--- config.mk ---
export PLATFORM = sky130hd
export DESIGN_NAME = base64_stream_codec_flat
export DESIGN_NICKNAME = d
export VERILOG_FILES = /design/src/sv/b64sc_pkg.sv /design/src/sv/b64sc_req_if.sv /design/src/sv/b64sc_rsp_if.sv /design/src/sv/b64sc_front.sv /design/src/sv/b64sc_queue.sv /design/src/sv/b64sc_back.sv /design/src/sv/base64_stream_codec.sv /design/src/flat_wrapper.sv
export VERILOG_INCLUDE_DIRS = /design/src /design/src/sv
export SDC_FILE = /design/constraint.sdc
export NUM_CORES = 1
export LEC_CHECK = 0
export CORE_AREA = 2 2 129 131
export DETAILED_ROUTE_END_ITERATION = 10
export DIE_AREA = 0 0 131 133
export DONT_BUFFER_PORTS = 1
export PLACE_DENSITY = 0.77
export SLEW_MARGIN = 15
export SYNTH_ARGS = -nofsm -noshare
export SYNTH_HDL_FRONTEND = slang
export SYNTH_SLANG_ARGS = --single-unit
--- constraint.sdc ---
create_clock -name clock -period 5.85 [get_ports clock]
set_input_delay 1.17 -clock clock [delete_from_list [all_inputs] [get_ports clock]]
set_output_delay 1.17 -clock clock [all_outputs]
set_load 0.01 [all_outputs]
--- src/sv/base64_stream_codec_assert.svh ---
// ----------------------------------------------------------------------------
// base64 stream codec assertion macros
// shared concurrent assertion forms used by the codec top level
// ----------------------------------------------------------------------------
`ifndef BASE64_STREAM_CODEC_ASSERT_SVH
`define BASE64_STREAM_CODEC_ASSERT_SVH

// same-cycle implication
`define B64SC_ASSERT_NOW(label, clk, rst, ante, cons) \
   label: assert property (@(posedge clk) disable iff (rst) (ante) |-> (cons)) \
      else $error("base64 codec check failed");

// next-cycle implication
`define B64SC_ASSERT_NEXT(label, clk, rst, ante, cons) \
   label: assert property (@(posedge clk) disable iff (rst) (ante) |=> (cons)) \
      else $error("base64 codec check failed");

`endif

--- src/sv/b64sc_pkg.sv ---
// ----------------------------------------------------------------------------
// b64sc_pkg
// types, constants and alphabet functions of the base64 stream codec
// ----------------------------------------------------------------------------
package b64sc_pkg;

   // results per input beat and derived widths
   localparam int MAX_RESULTS = 4;
   localparam int IDX_W       = $clog2(MAX_RESULTS);
   localparam int CNT_W       = $clog2(MAX_RESULTS + 1);

   // job queue depth default
   localparam int QUEUE_DEPTH = 2;

   // direction codes
   localparam logic DIR_ENCODE = 1'b0;
   localparam logic DIR_DECODE = 1'b1;

   // ascii codes
   localparam logic [7:0] CHAR_PAD   = 8'h3D;
   localparam logic [7:0] CHAR_UPPER = 8'h41;
   localparam logic [7:0] CHAR_LOWER = 8'h61;
   localparam logic [7:0] CHAR_DIGIT = 8'h30;
   localparam logic [7:0] CHAR_PLUS  = 8'h2B;
   localparam logic [7:0] CHAR_SLASH = 8'h2F;

   // one classified input beat: the result bytes it produces
   typedef struct packed {
      logic [MAX_RESULTS-1:0][7:0] chars;
      logic [CNT_W-1:0]            count;
      logic                        eom;
   } job_type;

   // decoded character
   typedef struct packed {
      logic       valid;
      logic [5:0] sextet;
   } sextet_type;

   // sextet to alphabet character
   function automatic logic [7:0] sextet_to_char(input logic [5:0] s);
      logic [7:0] c;
      if (s < 6'd26) begin
         c = CHAR_UPPER + {2'b00, s};
      end else if (s < 6'd52) begin
         c = CHAR_LOWER + {2'b00, s} - 8'd26;
      end else if (s < 6'd62) begin
         c = CHAR_DIGIT + {2'b00, s} - 8'd52;
      end else if (s == 6'd62) begin
         c = CHAR_PLUS;
      end else begin
         c = CHAR_SLASH;
      end
      return c;
   endfunction

   // alphabet character to sextet, valid low outside the alphabet
   function automatic sextet_type char_to_sextet(input logic [7:0] c);
      sextet_type r;
      r.valid  = 1'b1;
      r.sextet = 6'd0;
      if (c >= CHAR_UPPER && c <= 8'h5A) begin
         r.sextet = 6'(c - CHAR_UPPER);
      end else if (c >= CHAR_LOWER && c <= 8'h7A) begin
         r.sextet = 6'(c - CHAR_LOWER + 8'd26);
      end else if (c >= CHAR_DIGIT && c <= 8'h39) begin
         r.sextet = 6'(c - CHAR_DIGIT + 8'd52);
      end else if (c == CHAR_PLUS) begin
         r.sextet = 6'd62;
      end else if (c == CHAR_SLASH) begin
         r.sextet = 6'd63;
      end else begin
         r.valid = 1'b0;
      end
      return r;
   endfunction

endpackage

--- src/sv/b64sc_req_if.sv ---
// ----------------------------------------------------------------------------
// b64sc_req_if
// input channel of the base64 stream codec: byte or character beats
// ----------------------------------------------------------------------------
interface b64sc_req_if;
   logic       valid;
   logic       ready;
   logic [7:0] data_in;
   logic       end_of_message;

   modport source (output valid, data_in, end_of_message, input ready);
   modport sink   (input valid, data_in, end_of_message, output ready);
endinterface

--- src/sv/b64sc_rsp_if.sv ---
// ----------------------------------------------------------------------------
// b64sc_rsp_if
// result channel of the base64 stream codec: character or byte beats
// ----------------------------------------------------------------------------
interface b64sc_rsp_if;
   logic       valid;
   logic       ready;
   logic [7:0] data_out;
   logic       run_last;
   logic       message_done;

   modport source (output valid, data_out, run_last, message_done, input ready);
   modport sink   (input valid, data_out, run_last, message_done, output ready);
endinterface

--- src/sv/b64sc_front.sv ---
// ----------------------------------------------------------------------------
// b64sc_front
// accepts input beats, keeps the stream state and builds a job of result bytes
// ----------------------------------------------------------------------------
module b64sc_front (
   input  logic              clock,
   input  logic              reset,
   input  logic              csr_we,
   input  logic              csr_wdata,
   b64sc_req_if.sink         req,
   input  logic              q_ready,
   output logic              push,
   output b64sc_pkg::job_type push_job
);
   import b64sc_pkg::*;

   logic        direction_ff, direction_in;
   logic [15:0] held_bits_ff, held_bits_in;
   logic [1:0]  held_count_ff, held_count_in;
   logic        pad_seen_ff, pad_seen_in;

   logic        accept;
   logic [1:0]  enc_count;
   logic [23:0] group;
   logic [23:0] full;
   logic [11:0] bits;
   sextet_type  dec;
   job_type     job;

   assign req.ready = q_ready;
   assign accept    = req.valid & q_ready;

   // classify the beat and work out the next stream state
   always_comb begin
      direction_in  = direction_ff;
      held_bits_in  = held_bits_ff;
      held_count_in = held_count_ff;
      pad_seen_in   = pad_seen_ff;
      job           = '0;
      job.eom       = req.end_of_message;

      enc_count = (held_count_ff == 2'd3) ? 2'd2 : held_count_ff;
      group     = {held_bits_ff, req.data_in};
      full      = (enc_count == 2'd0) ? {req.data_in, 16'h0000}
                                      : {held_bits_ff[7:0], req.data_in, 8'h00};
      dec       = char_to_sextet(req.data_in);
      bits      = {held_bits_ff[5:0], dec.sextet};

      if (direction_ff == DIR_ENCODE) begin
         // encode: full group, flush with padding, or hold
         if (enc_count == 2'd2) begin
            job.chars[0]  = sextet_to_char(group[23:18]);
            job.chars[1]  = sextet_to_char(group[17:12]);
            job.chars[2]  = sextet_to_char(group[11:6]);
            job.chars[3]  = sextet_to_char(group[5:0]);
            job.count     = CNT_W'(MAX_RESULTS);
            held_bits_in  = '0;
            held_count_in = 2'd0;
         end else if (req.end_of_message) begin
            job.chars[0] = sextet_to_char(full[23:18]);
            job.chars[1] = sextet_to_char(full[17:12]);
            job.chars[2] = (enc_count == 2'd1) ? sextet_to_char(full[11:6]) : CHAR_PAD;
            job.chars[3] = CHAR_PAD;
            job.count    = CNT_W'(MAX_RESULTS);
         end else begin
            held_bits_in  = group[15:0];
            held_count_in = enc_count + 2'd1;
         end
      end else if (!pad_seen_ff) begin
         // decode: gather sextets, a byte out once eight bits are held
         if (req.data_in == CHAR_PAD) begin
            pad_seen_in = 1'b1;
         end else if (dec.valid) begin
            case (held_count_ff)
               2'd0: begin
                  held_bits_in  = {10'h000, dec.sextet};
                  held_count_in = 2'd3;
               end
               2'd3: begin
                  job.chars[0]  = bits[11:4];
                  job.count     = CNT_W'(1);
                  held_bits_in  = {12'h000, bits[3:0]};
                  held_count_in = 2'd2;
               end
               2'd2: begin
                  job.chars[0]  = bits[9:2];
                  job.count     = CNT_W'(1);
                  held_bits_in  = {14'h0000, bits[1:0]};
                  held_count_in = 2'd1;
               end
               default: begin
                  job.chars[0]  = bits[7:0];
                  job.count     = CNT_W'(1);
                  held_bits_in  = '0;
                  held_count_in = 2'd0;
               end
            endcase
         end
      end

      // message end returns the stream to its start
      if (req.end_of_message) begin
         held_bits_in  = '0;
         held_count_in = 2'd0;
         pad_seen_in   = 1'b0;
      end
   end

   assign push     = accept && (job.count != '0);
   assign push_job = job;

   // stream state, cleared by reset and by any direction write
   always_ff @(posedge clock) begin
      if (reset) begin
         direction_ff  <= DIR_ENCODE;
         held_bits_ff  <= '0;
         held_count_ff <= 2'd0;
         pad_seen_ff   <= 1'b0;
      end else if (csr_we) begin
         direction_ff  <= csr_wdata;
         held_bits_ff  <= '0;
         held_count_ff <= 2'd0;
         pad_seen_ff   <= 1'b0;
      end else if (accept) begin
         direction_ff  <= direction_in;
         held_bits_ff  <= held_bits_in;
         held_count_ff <= held_count_in;
         pad_seen_ff   <= pad_seen_in;
      end
   end

endmodule

--- src/sv/b64sc_queue.sv ---
// ----------------------------------------------------------------------------
// b64sc_queue
// short job queue between the front and back parts
// ----------------------------------------------------------------------------
module b64sc_queue #(
   parameter int DEPTH = b64sc_pkg::QUEUE_DEPTH
) (
   input  logic              clock,
   input  logic              reset,
   input  logic              push,
   input  b64sc_pkg::job_type push_job,
   output logic              push_ready,
   input  logic              pop,
   output logic              pop_valid,
   output b64sc_pkg::job_type pop_job
);
   import b64sc_pkg::*;

   localparam int PTR_W  = (DEPTH > 1) ? $clog2(DEPTH) : 1;
   localparam int FILL_W = $clog2(DEPTH + 1);

   job_type           mem_ff [DEPTH];
   logic [PTR_W-1:0]  wr_ptr_ff, wr_ptr_in;
   logic [PTR_W-1:0]  rd_ptr_ff, rd_ptr_in;
   logic [FILL_W-1:0] fill_ff, fill_in;

   assign push_ready = (fill_ff != FILL_W'(DEPTH));
   assign pop_valid  = (fill_ff != '0);
   assign pop_job    = mem_ff[rd_ptr_ff];

   // pointer and fill update
   always_comb begin
      wr_ptr_in = wr_ptr_ff;
      rd_ptr_in = rd_ptr_ff;
      fill_in   = fill_ff;
      if (push) begin
         wr_ptr_in = (wr_ptr_ff == PTR_W'(DEPTH - 1)) ? '0 : wr_ptr_ff + PTR_W'(1);
      end
      if (pop) begin
         rd_ptr_in = (rd_ptr_ff == PTR_W'(DEPTH - 1)) ? '0 : rd_ptr_ff + PTR_W'(1);
      end
      if (push && !pop) begin
         fill_in = fill_ff + FILL_W'(1);
      end else if (pop && !push) begin
         fill_in = fill_ff - FILL_W'(1);
      end
   end

   always_ff @(posedge clock) begin
      if (reset) begin
         wr_ptr_ff <= '0;
         rd_ptr_ff <= '0;
         fill_ff   <= '0;
      end else begin
         wr_ptr_ff <= wr_ptr_in;
         rd_ptr_ff <= rd_ptr_in;
         fill_ff   <= fill_in;
      end
   end

   // job storage
   always_ff @(posedge clock) begin
      if (push) begin
         mem_ff[wr_ptr_ff] <= push_job;
      end
   end

endmodule

--- src/sv/b64sc_back.sv ---
// ----------------------------------------------------------------------------
// b64sc_back
// takes jobs from the queue and sends their bytes one beat at a time
// ----------------------------------------------------------------------------
module b64sc_back (
   input  logic              clock,
   input  logic              reset,
   input  logic              q_valid,
   input  b64sc_pkg::job_type q_job,
   output logic              pop,
   b64sc_rsp_if.source       rsp
);
   import b64sc_pkg::*;

   job_type          job_ff, job_in;
   logic [IDX_W-1:0] idx_ff, idx_in;
   logic             busy_ff, busy_in;
   logic             last;
   logic             fire;

   assign last = ({1'b0, idx_ff} == CNT_W'(job_ff.count - CNT_W'(1)));
   assign fire = busy_ff & rsp.ready;
   assign pop  = q_valid & (!busy_ff | (fire & last));

   // result beat straight from the job register
   assign rsp.valid        = busy_ff;
   assign rsp.data_out     = job_ff.chars[idx_ff];
   assign rsp.run_last     = last;
   assign rsp.message_done = job_ff.eom;

   // step through the job, load the next one when idle or on the last beat
   always_comb begin
      job_in  = job_ff;
      idx_in  = idx_ff;
      busy_in = busy_ff;
      if (pop) begin
         job_in  = q_job;
         idx_in  = '0;
         busy_in = 1'b1;
      end else if (fire) begin
         if (last) begin
            busy_in = 1'b0;
         end else begin
            idx_in = idx_ff + IDX_W'(1);
         end
      end
   end

   always_ff @(posedge clock) begin
      if (reset) begin
         busy_ff <= 1'b0;
         idx_ff  <= '0;
      end else begin
         busy_ff <= busy_in;
         idx_ff  <= idx_in;
      end
      job_ff <= job_in;
   end

endmodule

--- src/sv/base64_stream_codec.sv ---
// path: an accepted beat's job goes into the job queue, then into the job register
// of the back part; throughput: one result beat per cycle while rsp.ready is high;
// one input beat per cycle while each beat yields at most one result and the queue
// has room, so encoding is slowed by the single result port of the back part
// reset: synchronous, clears direction to encode, the stream state and the job queue
// ----------------------------------------------------------------------------
// base64_stream_codec
// streaming base64 encoder and decoder, standard alphabet, '=' padding
// ----------------------------------------------------------------------------
`include "base64_stream_codec_assert.svh"

module base64_stream_codec #(
   parameter int QUEUE_DEPTH = b64sc_pkg::QUEUE_DEPTH
) (
   input  logic        clock,
   input  logic        reset,
   input  logic        csr_we,
   input  logic        csr_wdata,
   b64sc_req_if.sink   req_ch,
   b64sc_rsp_if.source rsp_ch
);
   import b64sc_pkg::*;

   logic    q_push;
   logic    q_ready;
   logic    q_pop;
   logic    q_valid;
   job_type push_job;
   job_type pop_job;

   // front: accept and classify beats
   b64sc_front u_front (
      .clock     (clock),
      .reset     (reset),
      .csr_we    (csr_we),
      .csr_wdata (csr_wdata),
      .req       (req_ch),
      .q_ready   (q_ready),
      .push      (q_push),
      .push_job  (push_job)
   );

   // job queue
   b64sc_queue #(
      .DEPTH (QUEUE_DEPTH)
   ) u_queue (
      .clock      (clock),
      .reset      (reset),
      .push       (q_push),
      .push_job   (push_job),
      .push_ready (q_ready),
      .pop        (q_pop),
      .pop_valid  (q_valid),
      .pop_job    (pop_job)
   );

   // back: send result beats
   b64sc_back u_back (
      .clock   (clock),
      .reset   (reset),
      .q_valid (q_valid),
      .q_job   (pop_job),
      .pop     (q_pop),
      .rsp     (rsp_ch)
   );

   // checks
   `B64SC_ASSERT_NOW(a_no_overflow, clock, reset, q_push, q_ready)
   `B64SC_ASSERT_NOW(a_no_underflow, clock, reset, q_pop, q_valid)
   `B64SC_ASSERT_NOW(a_job_nonempty, clock, reset, q_push, push_job.count != '0)
   `B64SC_ASSERT_NOW(a_job_bound, clock, reset, q_push, push_job.count <= CNT_W'(MAX_RESULTS))
   `B64SC_ASSERT_NEXT(a_pop_shows, clock, reset, q_pop, rsp_ch.valid)

endmodule

--- src/flat_wrapper.sv ---
// flat-port wrapper written by rule: the top's interface ports become plain ports
module base64_stream_codec_flat import b64sc_pkg::*;
#(
   parameter int QUEUE_DEPTH = b64sc_pkg::QUEUE_DEPTH
)
  (clock, reset, csr_we, csr_wdata, req_ch_valid, req_ch_data_in, req_ch_end_of_message, req_ch_ready, rsp_ch_valid, rsp_ch_data_out, rsp_ch_run_last, rsp_ch_message_done, rsp_ch_ready);
  b64sc_req_if req_ch_i ();
  b64sc_rsp_if rsp_ch_i ();
  input  logic clock;
  input  logic reset;
  input  logic csr_we;
  input  logic csr_wdata;
  input wire logic [$bits(req_ch_i.valid)-1:0] req_ch_valid;
  input wire logic [$bits(req_ch_i.data_in)-1:0] req_ch_data_in;
  input wire logic [$bits(req_ch_i.end_of_message)-1:0] req_ch_end_of_message;
  output wire logic [$bits(req_ch_i.ready)-1:0] req_ch_ready;
  output wire logic [$bits(rsp_ch_i.valid)-1:0] rsp_ch_valid;
  output wire logic [$bits(rsp_ch_i.data_out)-1:0] rsp_ch_data_out;
  output wire logic [$bits(rsp_ch_i.run_last)-1:0] rsp_ch_run_last;
  output wire logic [$bits(rsp_ch_i.message_done)-1:0] rsp_ch_message_done;
  input wire logic [$bits(rsp_ch_i.ready)-1:0] rsp_ch_ready;
  assign req_ch_i.valid = req_ch_valid;
  assign req_ch_i.data_in = req_ch_data_in;
  assign req_ch_i.end_of_message = req_ch_end_of_message;
  assign req_ch_ready = req_ch_i.ready;
  assign rsp_ch_valid = rsp_ch_i.valid;
  assign rsp_ch_data_out = rsp_ch_i.data_out;
  assign rsp_ch_run_last = rsp_ch_i.run_last;
  assign rsp_ch_message_done = rsp_ch_i.message_done;
  assign rsp_ch_i.ready = rsp_ch_ready;
  base64_stream_codec #(.QUEUE_DEPTH(QUEUE_DEPTH)) u_core (.clock(clock), .reset(reset), .csr_we(csr_we), .csr_wdata(csr_wdata), .req_ch(req_ch_i), .rsp_ch(rsp_ch_i));
endmodule
# ---- Word level (Yosys, flattened, before mapping)
# Memories as Yosys holds them, arrays and structs flattened. A register that Yosys moved wholly into a read port is not among the register bits.
# Index checks and enable logic that the tools add are counted.
dict set report totals {
  ff_bits 27
  n_memories 1
  inputBits 15
  out_inout_bits 12
  word_cells 211
  mem_bits_rw 72
}
# name depth word_bits read_ports rd_ports_with_merged_regs write_ports line_no
set mem_list {}
lappend mem_list {u_core.u_queue.mem_ff 2 36 1 1 1 b64sc_queue.sv:22} ;# job_type mem_ff [DEPTH];
dict set report op_classes {
  addsub 47
  eq_ne 19
  order_cmp 28
  n_bitwise 6
  n_reduce_logical 23
  n_mux 78
}
# cell count
set op_table {}
lappend op_table {{$mux 8} 23}
lappend op_table {{$add 7x6->8 const A} 14}
lappend op_table {{$mux 16} 6}
lappend op_table {{$lt 6x6->1 const B} 14}
lappend op_table {{$sub 7x6->8 const B} 7}
lappend op_table {{$sub 8x5->8 const B} 7}
lappend op_table {{$add 6x6->7 const A} 7}
lappend op_table {{$mux 24} 2}
lappend op_table {{$mux 11} 4}
lappend op_table {{$eq 6x6->1 const B} 7}
lappend op_table {{$lt 6x5->1 const B} 7}
lappend op_table {{$mux 35} 1}
lappend op_table {{$mux 33} 1}
lappend op_table {{$pmux 11 s3} 1}
lappend op_table {{$mux 6} 5}
lappend op_table {{$eq 8x6->1 const B} 3}
lappend op_table {{$mux 3} 7}
lappend op_table {{$mux 2} 9}
lappend op_table {{$pmux 6 s3} 1}
lappend op_table {{$bmux 8 s2} 1}
lappend op_table {{$ge 8x7->1 const B} 2}
lappend op_table {{$le 8x7->1 const B} 2}
lappend op_table {{$mux 1} 16}
lappend op_table {{$sub 6x6->6 const B} 2}
lappend op_table {{28 further kinds} 52}

# ---- Longest topological paths before layout
# Gate-level depths: netlist of run 1.
dict set report depth {
  depth_word 19
  depth_mapped 14
  mapped_depth_nobuf 12
}

# ---- By module
# A second synthesis of run 1 with hierarchy kept.
dict set report unflattened {
  cells_unflattened 857
  area_unflattened_um2 8705.8
}
# module area_per_inst_um2 cells_per_inst seq_area_each_um2 instances
set modules_own_cells {}
lappend modules_own_cells {b64sc_front 4389.2 655 400.4 1}
lappend modules_own_cells {b64sc_queue 2813.9 134 2262.2 1}
lappend modules_own_cells {b64sc_back 1502.7 68 1141.1 1}

# ---- Worst setup path after synthesis of run 1
# Ideal clock, no wire load.
dict set report synth_timing {
  kind {input to register}
  start {in req_ch_data_in[2]}
  end {mem u_core.u_queue.mem_ff[0][0] (netlist name), enable pin}
  setup_time_ns 0.431
  setup_slack_ns 0.399
  t_arrival_ns 5.020
  n_path_buf 2
  path_stages 11
  required_time_ns 5.419
  path_cell_list {buf_2 buf_1 inv_1 ha_1 nor2b_1 o311a_1 o31a_1 a21o_1 nor2_1 o21a_1 nor2b_1}
}
# element line_no
set synth_lines {}
lappend synth_lines {{start, declared} flat_wrapper.sv:14} ;# input wire logic [$bits(req_ch_i.data_in)-1:0] req_ch_data_in;
lappend synth_lines {{end, declared} b64sc_queue.sv:22}

==> results of run 1 <==
cells by family after synthesis:
family,share of synthesized area (%)
AO/OA/AOI/OAI,19.5
XOR/XNOR,2.38
adder cells (fa/ha/maj),6.94
buffers and inverters,4.61
flip-flops,43.6
multiplexers,8.45
AND/OR/NAND/NOR,14.5
layout make-up:
type,instances,share of cell area (%)
multi-input combinational,636,47.9
clock inverter,14,1.95
clock buffer,17,4.64
timing repair buffer,7,0.573
tap,220,3.00
inverter,42,1.72
sequential,132,40.3
power groups by stage:
stage	Clock [W]	Combinational (W)	Sequential (W)
6_report	0.00109	0.000588	0.00132
5_1_grt	0.00114	0.000650	0.00134
4_1_cts	0.00110	0.000586	0.00132
3_5_place_dp	0	0.000581	0.00134
3_3_place_gp	0	0.000571	0.00133
2_1_floorplan	0	0.000485	0.00129
metrics by stage:
stage                     utilization, %  std cells  area, sq um  setup slack, ps  hold slack [ps]
after global routing                56.7       1068         9180             1620              557
final                               56.7       1068         9180             1810              524
after CTS                           56.7       1068         9180             1870              526
after detailed placement            53.0       1037         8570             1450              517
after floorplan                        -        864         8470              399              479
after global placement              53.0       1037         8570             1510              509
cells in the mapped netlist (all sizes together), types with 4 or more instances:
| cell type | instances | area share [%] |
|---|---|---|
| o22ai | 5 | 0.37 |
| nor2 | 68 | 3.0 |
| buf | 13 | 0.93 |
| mux4 | 8 | 2.1 |
| a31oi | 13 | 0.96 |
| xnor2 | 17 | 1.8 |
| edfxtp | 105 | 37 |
| o21ai | 51 | 3.0 |
| and2 | 4 | 0.30 |
| a311oi | 4 | 0.41 |
| nand4 | 5 | 0.37 |
| o211ai | 6 | 0.53 |
| or2 | 8 | 0.59 |
| nand2b | 14 | 1.0 |
| a211oi | 21 | 1.9 |
| nor3 | 25 | 1.7 |
| or3 | 5 | 0.37 |
| o31ai | 7 | 0.62 |
| o311ai | 6 | 0.71 |
| a21oi | 74 | 4.4 |
| nand3 | 30 | 1.8 |
| a221oi | 8 | 0.83 |
| o21a | 8 | 0.72 |
| nor2b | 11 | 0.81 |
| nand2 | 74 | 3.3 |
| nand3b | 5 | 0.44 |
| mux2i | 7 | 0.83 |
| mux2 | 41 | 5.5 |
| a21o | 11 | 0.98 |
| ha | 47 | 6.9 |
| clkbuf | 41 | 1.8 |
| inv | 42 | 1.9 |
| a22oi | 4 | 0.35 |
| xor2 | 6 | 0.62 |
| dfxtp | 27 | 6.4 |
sequential cells by signal (all words and copies together) (netlist names), 2 cells and up:
name                          cells
u_core.u_front.held_count_ff      2
u_core.u_back.job_ff             34
u_core.u_queue.mem_ff            70
u_core.u_back.idx_ff              2
u_core.u_front.held_bits_ff      16
u_core.u_queue.fill_ff            2
routing by layer:
layer,routed length (um),vias up,track usage (%)
met1,9240,3208,35.5
met3,1750,25,5.42
li1,-,3166,-
met2,9880,308,38.3
met4,322,0,7.74
met5,0,-,0
final timing paths:
| kind | start | end |
|---|---|---|
| worst max-delay path | req_ch_data_in[7] | u_core.u_queue.mem_ff[1][9]$_DFFE_PP_ |
| worst min-delay path | u_core.u_queue.fill_ff[1]$_SDFFE_PP0P_ | u_core.u_queue.fill_ff[1]$_SDFFE_PP0P_ |
| worst max register to register | u_core.u_front.held_count_ff[1]$_SDFFE_PP0P_ | u_core.u_queue.mem_ff[1][6]$_DFFE_PP_ |
| worst min register to register | u_core.u_queue.fill_ff[1]$_SDFFE_PP0P_ | u_core.u_queue.fill_ff[1]$_SDFFE_PP0P_ |
worst register-to-register path: cells and delay by family, from the launching register on:
kind            cells  cell delay, ps
compound gates      3            1220
buf+inv             2             530
flops               1             360
fa+ha+maj           1             600
simple gates        2            1000
==> results.sh, run 1 <==
export IMPL_yosys_warnings=0
export IMPL_cts_path_max_buffers=2
export IMPL_irDropWorstVdd_v=0.000318
export IMPL_fin_crit_ps=4040
export IMPL_layout_commonest_cell="edfxtp_1"
export IMPL_endpoint_kind="register"
export IMPL_cts_htree_levels=4
export IMPL_period_share_pct=69.0
export IMPL_fillers=1402
export IMPL_die_h_um=133
export IMPL_grt_overflow_total=0
export IMPL_synth_cells=864
export IMPL_power_leakage_nw=3.24
export IMPL_cts_buffers=17
export IMPL_p_per_area_nw_per_um2=327
export IMPL_ys_async_sr_fraction_pct=0
export IMPL_pwr_share_clk_pct=36.3
export IMPL_grt_pass1_wl_um=33100
export IMPL_ctsHoldBuffers=0
export IMPL_dpl_hpwl_um=14900
export IMPL_cts_resized=0
export IMPL_most_common_layout_cells="edfxtp_1, a21oi_1, nand2_1"
export IMPL_io_buffer_count=0
export IMPL_cp_cell_sequence="inv_1, ha_1, inv_2, o311a_1, o31a_1, a21o_1, nor2_1, o21a_1, and2_1, buf_4"
export IMPL_antenna_cells=0
export IMPL_reg2reg_depth=8
export IMPL_drt_pass1_iter_count=7
export IMPL_antenna_found_initial=0
export IMPL_start_util_pct=52.4
export IMPL_slowest_stage="and2_1"
export IMPL_synth_edff_count=105
export IMPL_clk_insertion_delay_late_ps=420
export IMPL_critPathTopFamily="compound AO/OA/AOI/OAI gates"
export IMPL_cts_setup_buffers=0
export IMPL_netSwitchingFraction_pct=28.7
export IMPL_ys_flop_type="edfxtp_1"
export IMPL_synth_fp_nets=926
export IMPL_dieArea_sq_um=17400
export IMPL_cp_required_ps=5930
export IMPL_crit_fanout=23
export IMPL_critPathKind="primary input to register"
export IMPL_status="completed"
export IMPL_syn_to_final_growth_pct=8.35
export IMPL_skew_ps=14.8
export IMPL_row_count=47
export IMPL_finalWirelength_um=21200
export IMPL_avgViaCountPerCell=6.28
export IMPL_syn_area_sq_um=8470
export IMPL_worstSetupStartpointType="primary input"
export IMPL_multi_input_area_sq_um=4390
export IMPL_combPwrFrac_pct=19.6
export IMPL_die_x_um=131
export IMPL_grt_max_degree=39
export IMPL_max_slew_margin_pct=27.7
export IMPL_tns_ps=0
export IMPL_cts_sinks=132
export IMPL_drv_slew=0
export IMPL_first_iter_violations=757
export IMPL_finalSetupViolations=0
export IMPL_place_congestion=0.963
export IMPL_synth_seq_cells=132
export IMPL_maxCapViolCount=0
export IMPL_ios=27
export IMPL_wl_per_cell_um=19.8
export IMPL_remaining_drc_errors=0
export IMPL_nNetsFinal=898
export IMPL_min_path_cells=2
export IMPL_path_buf_inv=3
export IMPL_hold_viol_final=0
export IMPL_grt_usage_pct=25.0
export IMPL_grt_pass1_vias=6121
export IMPL_syn_area_per_cell_sq_um=9.80
export IMPL_vias=6707
export IMPL_ant_nets=0
export IMPL_clock_root_buffer="clkbuf_16"
export IMPL_hold_class="register to register"
export IMPL_crit_cells=10
export IMPL_internal_power_w=0.00214
export IMPL_clock_fmax_mhz=248
export IMPL_synth_seq_area_share_pct=43.6
export IMPL_placeableCoreArea_sq_um=16200
export IMPL_p_total_w=0.00300
export IMPL_synth_cell_types=73
export IMPL_rsz0062_at_grt="no"
export IMPL_sequentialPowerShare_pct=44.1
export IMPL_worstMarginPinSlew_ps=1080
export IMPL_arrival_ps=4120
export IMPL_p_sw_w=0.000860
export IMPL_r2r_slack_ps=1850
export IMPL_cts_tree="yes"
export IMPL_max_stage_delay_ps=500
export IMPL_regArea_sq_um=3690
export IMPL_layout_drive_gt1_share_pct=12.3
export IMPL_cts_reportedPaths_clkPinSlew_ps=60
Power figures use the tool's default switching activity.
==> run 2, diff against run 1 <==
Clock period 5.85 ns to 4 ns, I/O delays scaled along.
==> results.sh, run 2 (same netlist as run 1, synthesis figures left out) <==
export IMPL_fin_crit_ps=3510
export IMPL_hold_class="primary input to register"
export IMPL_endpoint_kind="register"
export IMPL_cts_buffers=17
export IMPL_nNetsFinal=913
export IMPL_most_common_layout_cells="edfxtp_1, a21oi_1, nand2_1"
export IMPL_grt_overflow_total=0
export IMPL_combPwrFrac_pct=20.3
export IMPL_ant_nets=0
export IMPL_layout_drive_gt1_share_pct=14.0
export IMPL_grt_usage_pct=25.4
export IMPL_ctsHoldBuffers=0
export IMPL_antenna_found_initial=0
export IMPL_grt_pass1_wl_um=33900
export IMPL_dpl_hpwl_um=15200
export IMPL_ios=27
export IMPL_largest_register_ffs=70
export IMPL_period_share_pct=87.7
export IMPL_crit_fanout=14
export IMPL_drv_slew=0
export IMPL_sequentialPowerShare_pct=44.3
export IMPL_wl_per_cell_um=19.8
export IMPL_clock_fmax_mhz=285
export IMPL_pwr_share_clk_pct=35.4
export IMPL_vias=6875
export IMPL_die_x_um=131
export IMPL_antenna_cells=0
export IMPL_p_total_w=0.00436
export IMPL_clk_insertion_delay_late_ps=420
export IMPL_netSwitchingFraction_pct=28.8
export IMPL_maxCapViolCount=0
export IMPL_fillers=1357
export IMPL_finalWirelength_um=21500
export IMPL_dieArea_sq_um=17400
export IMPL_die_h_um=133
export IMPL_first_iter_violations=744
export IMPL_layout_commonest_cell="edfxtp_1"
export IMPL_top_regs="u_core.u_queue.mem_ff x70, u_core.u_back.job_ff x34, u_core.u_front.held_bits_ff x16"
export IMPL_row_count=47
export IMPL_internal_power_w=0.00311
export IMPL_clock_root_buffer="clkbuf_16"
export IMPL_r2r_slack_ps=490
export IMPL_regArea_sq_um=3690
export IMPL_arrival_ps=3630
export IMPL_cts_resized=0
export IMPL_worstSetupStartpointType="register"
export IMPL_critPathKind="register to register"
export IMPL_p_sw_w=0.00126
export IMPL_drt_pass1_iter_count=6
export IMPL_cts_setup_buffers=0
export IMPL_placeableCoreArea_sq_um=16200
export IMPL_grt_pass1_vias=6240
export IMPL_rsz0062_at_grt="no"
export IMPL_multi_input_area_sq_um=4390
export IMPL_avgViaCountPerCell=6.34
export IMPL_grt_max_degree=39
export IMPL_irDropWorstVdd_v=0.000301
export IMPL_start_util_pct=52.4
export IMPL_placedCellCount=1052
export IMPL_cts_sinks=132
export IMPL_cp_required_ps=4120
export IMPL_cts_path_max_buffers=2
export IMPL_worstMarginPinSlew_ps=1020
export IMPL_power_leakage_nw=3.32
export IMPL_stdcell_count=1084
export IMPL_remaining_drc_errors=0
export IMPL_max_slew_margin_pct=31.8
export IMPL_dpl_worst_slack_ps=321
export IMPL_status="completed"
export IMPL_place_congestion=0.968
export IMPL_finalSetupViolations=0
export IMPL_io_buffer_count=0
export IMPL_layout_setup_ws_ps=493
export IMPL_cts_tree="yes"
export IMPL_hold_viol_final=0
export IMPL_timing_hold_ws_ps=440
export IMPL_cts_reportedPaths_clkPinSlew_ps=70
export IMPL_regMostFlops="u_core.u_queue.mem_ff"
export IMPL_skew_ps=16.4
export IMPL_cts_htree_levels=4
export IMPL_syn_to_final_growth_pct=9.84
export IMPL_p_per_area_nw_per_um2=469
export IMPL_tns_ps=0
run 2: power by group through the flow:
stage,clock [W],sequential (W),combinational [W]
6_report,0.00154,0.00193,0.000886
2_1_floorplan,0,0.00188,0.000712
4_1_cts,0.00156,0.00194,0.000880
3_5_place_dp,0,0.00196,0.000872
5_1_grt,0.00161,0.00196,0.000966
3_3_place_gp,0,0.00193,0.000866
run 2: metrics by stage:
| stage | area [sq um] | util (%) |
|---|---|---|
| after detailed placement | 8710 | 53.9 |
| after global routing | 9300 | 57.5 |
| after floorplan | 8480 | - |
| after CTS | 9300 | 57.5 |
| after global placement | 8710 | 53.9 |
| final | 9300 | 57.5 |
run 2: critical path, cell delays in order, from the launching register on:
cell and delay, ps:
dfxtp_1 360, inv_1 140, ha_1 500, mux2i_1 280, inv_1 60, ha_1 230, a21oi_1 180, o21a_1 310
mux2i_1 220, a22oi_1 80, o32a_1 290, o311ai_1 550
run 2: final cells by class:
type                       instances  share of cell area, %
clock inverter                    13                   1.60
inverter                          42                   1.69
tap                              220                   2.96
sequential                       132                   39.7
timing repair buffer              22                   2.04
clock buffer                      19                   4.76
multi-input combinational        636                   47.2
run 2: routing by layer:
metal / wire length [um] / vias up / global-route usage, %
li1: - / 3199 / -
met1: 9300 / 3279 / 34.4
met2: 9950 / 329 / 40.6
met3: 1490 / 68 / 5.18
met4: 738 / 0 / 8.57
met5: 0 / - / 0
run 2: worst paths after layout:
kind                                           startpoint                                       end  cells past startpoint
max          u_core.u_front.held_count_ff[1]$_SDFFE_PP0P_     u_core.u_queue.mem_ff[0][9]$_DFFE_PP_                     11
min                                                 reset  u_core.u_front.direction_ff$_SDFFE_PP0P_                      1
max reg2reg  u_core.u_front.held_count_ff[1]$_SDFFE_PP0P_     u_core.u_queue.mem_ff[0][9]$_DFFE_PP_                     11
min reg2reg         u_core.u_queue.mem_ff[1][8]$_DFFE_PP_         u_core.u_back.job_ff[8]$_DFFE_PP_                      1
